===== config.mk =====
export PLATFORM = sky130hd
export DESIGN_NAME = exp2sp_fma
export DESIGN_NICKNAME = d
export VERILOG_FILES = /design/src/sv/exp2sp_pkg.sv /design/src/sv/exp2sp_fma.sv
export SDC_FILE = /design/constraint.sdc
export NUM_CORES = 2
export LEC_CHECK = 0
export ABC_CLOCK_PERIOD_IN_PS = 11600
export BUFFER_PORTS_ARGS = -buffer_cell sky130_fd_sc_hd__buf_4
export CAP_MARGIN = 20
export CORE_MARGIN = 1.5
export CORE_UTILIZATION = 35
export DETAILED_ROUTE_END_ITERATION = 10
export PLACE_DENSITY = 0.62
export SLEW_MARGIN = 20
export SYNTH_ARGS = -nofsm -noshare
export SYNTH_HDL_FRONTEND = slang
export SYNTH_SLANG_ARGS = --single-unit

===== constraint.sdc =====
create_clock -name clk -period 11.6 [get_ports clk]
set_input_delay 1.74 -clock clk [delete_from_list [all_inputs] [get_ports clk]]
set_output_delay 1.74 -clock clk [all_outputs]
set_load 0.005 [all_outputs]

===== src/sv/exp2sp_pkg.sv =====
`timescale 1ns / 1ps
package exp2sp_pkg;

  typedef struct packed {
    logic signed [9:0] e;
    logic [23:0]       m;
  } fpv_t;

  typedef struct packed {
    logic              s;
    logic signed [9:0] e;
    logic [23:0]       m;
  } rv_t;

  typedef struct packed {
    logic              spec;
    logic [31:0]       spec_y;
    logic signed [8:0] n;
  } side_t;

  localparam int NumFma = 6;
  localparam int FmaG = 5;
  localparam int FmaW = 30;

  localparam logic [31:0] QUIET_BIT = 32'h0040_0000;
  localparam logic [31:0] INF_BITS = 32'h7f80_0000;
  localparam logic [31:0] ZERO_BITS = 32'h0000_0000;

  localparam fpv_t COEF [0:NumFma] = '{
    '{e: -10'sd13, m: 24'hA0B5AF},
    '{e: -10'sd10, m: 24'hAF8417},
    '{e: -10'sd7,  m: 24'h9D96F0},
    '{e: -10'sd5,  m: 24'hE357BE},
    '{e: -10'sd3,  m: 24'hF5FDEE},
    '{e: -10'sd1,  m: 24'hB17218},
    '{e: 10'sd0,   m: 24'h800000}
  };

  function automatic logic [4:0] lzc24(input logic [23:0] v);
    logic [4:0] cnt;
    logic       found;
    cnt = 5'd0;
    found = 1'b0;
    for (int i = 23; i >= 0; i--) begin
      if (!found) begin
        if (v[i]) begin
          found = 1'b1;
        end else begin
          cnt = cnt + 5'd1;
        end
      end
    end
    return cnt;
  endfunction

endpackage


===== src/sv/exp2sp_fma.sv =====
`timescale 1ns / 1ps
module exp2sp_fma import exp2sp_pkg::*; (
  input  logic clk,
  input  logic en,
  input  fpv_t a,
  input  fpv_t c,
  input  rv_t  r,
  output fpv_t y,
  output rv_t  r_out
);

  logic [47:0]        prod;
  logic signed [10:0] pexp;
  logic               psign;
  fpv_t               c_mid;
  rv_t                r_mid;

  always_ff @(posedge clk) begin
    if (en) begin
      prod <= a.m * r.m;
      pexp <= 11'(a.e) + 11'(r.e);
      psign <= r.s;
      c_mid <= c;
      r_mid <= r;
    end
  end

  logic signed [11:0] rsh;
  logic [47:0]        phi_w;
  logic               st;
  logic [FmaW-1:0]    phi;
  logic [FmaW-1:0]    cw;
  logic [FmaW-1:0]    sum;
  logic [23:0]        mant;
  logic               guard;
  logic               sticky;
  logic               up;
  logic signed [9:0]  ebase;
  logic [24:0]        m25;
  fpv_t               y_next;

  always_comb begin
    rsh = 12'(c_mid.e) + 12'(23 - FmaG) - 12'(pexp);
    if (rsh > 12'sd47) begin
      phi_w = '0;
      st = |prod;
    end else if (rsh < 12'sd0) begin
      phi_w = prod;
      st = 1'b0;
    end else begin
      phi_w = prod >> rsh[5:0];
      st = (phi_w << rsh[5:0]) != prod;
    end
    phi = phi_w[FmaW-1:0];
    cw = {1'b0, c_mid.m, FmaG'(0)};
    if (psign) begin
      sum = cw - phi - FmaW'(st);
    end else begin
      sum = cw + phi;
    end
    sum[0] = sum[0] | st;
    if (sum[29]) begin
      mant = sum[29:6];
      guard = sum[5];
      sticky = |sum[4:0];
      ebase = c_mid.e + 10'sd1;
    end else if (sum[28]) begin
      mant = sum[28:5];
      guard = sum[4];
      sticky = |sum[3:0];
      ebase = c_mid.e;
    end else begin
      mant = sum[27:4];
      guard = sum[3];
      sticky = |sum[2:0];
      ebase = c_mid.e - 10'sd1;
    end
    up = guard & (sticky | mant[0]);
    m25 = {1'b0, mant} + 25'(up);
    if (m25[24]) begin
      y_next.m = m25[24:1];
      y_next.e = ebase + 10'sd1;
    end else begin
      y_next.m = m25[23:0];
      y_next.e = ebase;
    end
  end

  always_ff @(posedge clk) begin
    if (en) begin
      y <= y_next;
      r_out <= r_mid;
    end
  end

endmodule


==> summary.md <==
| Metric | Value |
|---|---|
| Yosys cell types | `109` |
| Initial cell density of the core | `0.353` |
| Skew-Pair Late Insertion Delay | `560 ps` |
| Final period util | `0.974` |
| CTS H-tree lvls | `4` |
| R2r setup slk | `300 ps` |
| Mapped cell area | `38400 sq um` |
| Ports | `174` |
| Unrepaired setup endpoints after global routing | `false` |
| Critical Path AT | `11590 ps` |
| Share of layout cells above drive strength 1 | `0.155` |
| Reg2reg end | `y[33]` |
| Initial antenna violation count | `3` |
| Post-synth EDFFs | `197` |
| Maxcap violations | `0` |
| Yosys warning count | `0` |
| R2r startpoint | `c_mid[25]` |
| Worst hold start | `r_mid[13]` |
| Worst hold path type | `register to register` |
| Setup TNS | `0 ps` |
| Core Area | `109000 sq um` |
| CTS Buf Count | `17` |
| Critical Path Source Type | `register` |
| FFs w/ async S/R, synth | `0` |
| Worst hold margin | `417 ps` |
| CTS max path bufs | `2` |
| WL per Instance | `24.1 um` |
| Seq/Total Area, Yosys | `0.154` |
| Total grt overflow | `0` |
| Synthesized flop and latch total | `197` |
| Overall Global Routing Usage | `0.252` |
| Avg Cell Area, Syn | `9.20 sq um` |
| Antenna viol nets, final | `0` |
| Post-DR vias/cell | `5.70` |
| Die Ht | `334 um` |
| Clk_skew | `21.9 ps` |
| CP Capture Type | `register` |
| Top FF cell, synth | `edfxtp_1` |
| Slowest-stage cell, CP | `fa_4` |
| Hold Fails Final Rpt | `0` |
| Slew @ Worst Pin | `986 ps` |
| Maximum number of pins on one net before global-route repair | `72` |
| Drt pass-1 iters | `5` |
| I/O Buffers | `173` |
| Largest delay share family, worst path | `compound AO/OA/AOI/OAI gates` |
| CP bufs+invs | `8` |
| Layout overhead on the synthesized area | `13.1%` |
| Slew headroom | `0.336` |
| Worst Path Required | `11900 ps` |
| Number of fill cells | `10928` |
| Mapped Nets | `5053` |
| Die area | `112000 sq um` |
| Global placer's final weighted congestion | `1.01` |
| Total number of vias | `33269` |
| Outcome | `finished clean` |
| Row count | `121` |
| Worst-path clk slew | `90 ps` |
| CTS tree | `yes` |
| Final setup fails | `0` |
| Clock Sinks | `197` |
| First-pass GRT wire length | `212000 um` |
| Final #Nets | `5283` |
| Mapped Cells | `4176` |
| Worst setup path category | `register to register` |
| Crit-path max cell delay | `980 ps` |
| CTS Root Cell | `clkbuf_16` |
| Highest clock rate | `0.0885 GHz` |
| Die width | `334 um` |
| Most used cell, CP | `buf_4` |
| Hold path depth | `0` |
| Vias in the first global route | `33937` |
| Final Routed Wirelength | `141000 um` |
| Detail Placement HPWL | `109000 um` |
| R2R cell count | `39` |
| Final max-slew violation count | `0` |
| Final critical-path required period | `11300 ps` |
| DR iter-0 viols | `2795` |
| Largest fanout on the critical path | `14` |
| Hold EP | `r_out[13]` |
| Drc violations | `0` |
-- layer usage --
layer / GRT usage / vias up / share of wire
met4: 0.107 / 2 / 0.043
met5: 0 / - / 0.00014
li1: - / 14714 / -
met1: 0.324 / 16687 / 0.41
met3: 0.0514 / 309 / 0.081
met2: 0.412 / 1557 / 0.46
-- through the flow --
| stage | std cells | cell area [sq um] | setup slack [ps] | util |
|---|---|---|---|---|
| global route | 5833 | 43400 | 4.51 | 0.399 |
| finish | 5834 | 43400 | 305 | 0.399 |
| floorplan | 4176 | 38400 | 1170 | - |
| global placement | 5797 | 42800 | 460 | 0.393 |
| CTS | 5829 | 43400 | 324 | 0.399 |
| detailed placement | 5797 | 42800 | 383 | 0.393 |
-- layout make-up --
cell class,instances,area (sq um),share of cell area
clock inverters,15,175,0.00403
repair buffers,449,3520,0.0809
diodes,1,2.50,0.0000576
well taps,1414,1770,0.0407
clock buffers,17,425,0.00979
inverters,629,2360,0.0543
multi-input cells,3112,29300,0.674
flip-flops and latches,197,5920,0.136
-- worst register-to-register path, delay by kind of cell (launching register included) --
kind	cells	cell delay [ps]
fa+ha+maj	6	1950
compound gates	13	3890
xor+xnor	1	90
simple gates	8	2390
buf+inv	8	1440
flops	1	510
mux	3	780
-- kinds of logic after synthesis --
logic type               Yosys count  synth area share
AND/OR/NAND/NOR                 1257             0.157
buffers and inverters            867            0.0867
adder cells (fa/ha/maj)          772             0.346
AO/OA/AOI/OAI                    748             0.138
multiplexers                     202            0.0876
flip-flops                       197             0.154
XOR/XNOR                         133            0.0307
-- timing repair --
item                       in CTS  in global routing
gates resized for setup         0                  2
buffers inserted                0                  4
hold buffers                    0                  0
setup endpoints to repair       0                 34
hold endpoints to repair        0                  0
-- state kept, by name, indices dropped and copies added (netlist names) --
signal  cells
c_mid      34
pexp       11
prod       48
r_mid      35
r_out      35
y          34
-- how the worst max path moves through the flow --
stage               cells past startpoint      start  endpoint
floorplan                              43  c_mid[25]     y[25]
global placement                       38  c_mid[25]     y[33]
detailed placement                     38  c_mid[25]     y[33]
CTS                                    38  c_mid[25]     y[33]
global route                           40  c_mid[25]     y[33]
finish                                 39  c_mid[25]     y[33]
-- cell usage in the layout (no fill, tap or decap), types with 12 or more instances in the layout --
| cell | Yosys | routed |
|---|---|---|
| nand3_1 | 54 | 54 |
| a31oi_1 | 26 | 26 |
| nand4_1 | 23 | 23 |
| o21ai_0 | 130 | 129 |
| mux2_2 | 29 | 29 |
| a221oi_1 | 12 | 12 |
| clkbuf_16 | 0 | 17 |
| o211ai_1 | 40 | 40 |
| ha_1 | 287 | 285 |
| and3_1 | 22 | 22 |
| mux4_2 | 104 | 104 |
| o221ai_1 | 17 | 17 |
| o21a_1 | 17 | 17 |
| nor2_1 | 167 | 164 |
| a22o_1 | 13 | 13 |
| nor2b_1 | 18 | 18 |
| inv_1 | 627 | 626 |
| a21o_1 | 55 | 55 |
| a211oi_1 | 25 | 23 |
| o2111ai_1 | 12 | 12 |
| and2_1 | 214 | 214 |
| fa_1 | 485 | 484 |
| mux2i_1 | 67 | 67 |
| xor2_1 | 34 | 34 |
| a21oi_1 | 141 | 141 |
| nand2_1 | 572 | 572 |
| a211o_1 | 15 | 15 |
| nand2b_1 | 22 | 22 |
| xnor2_1 | 97 | 97 |
| edfxtp_1 | 197 | 197 |
| o21bai_1 | 14 | 14 |
| o31ai_1 | 28 | 28 |
| nor4_1 | 29 | 28 |
| o22ai_1 | 28 | 27 |
| buf_4 | 7 | 437 |
| a22oi_1 | 17 | 17 |
| nor3_1 | 52 | 52 |
-- synthesized netlist by cell type (97+ instances only) --
cell type	count	area, sq um
nor2_1	167	627
fa_1	485	9710
inv_1	627	2350
ha_1	287	3590
clkbuf_1	184	691
xnor2_1	97	850
nand2_1	572	2150
o21ai_0	130	651
a21oi_1	141	706
mux4_2	104	2340
edfxtp_1	197	5920
and2_1	214	1340
Power is not shown: default switching activity piles up to over one toggle a cycle in this logic, so the estimate is an artifact.
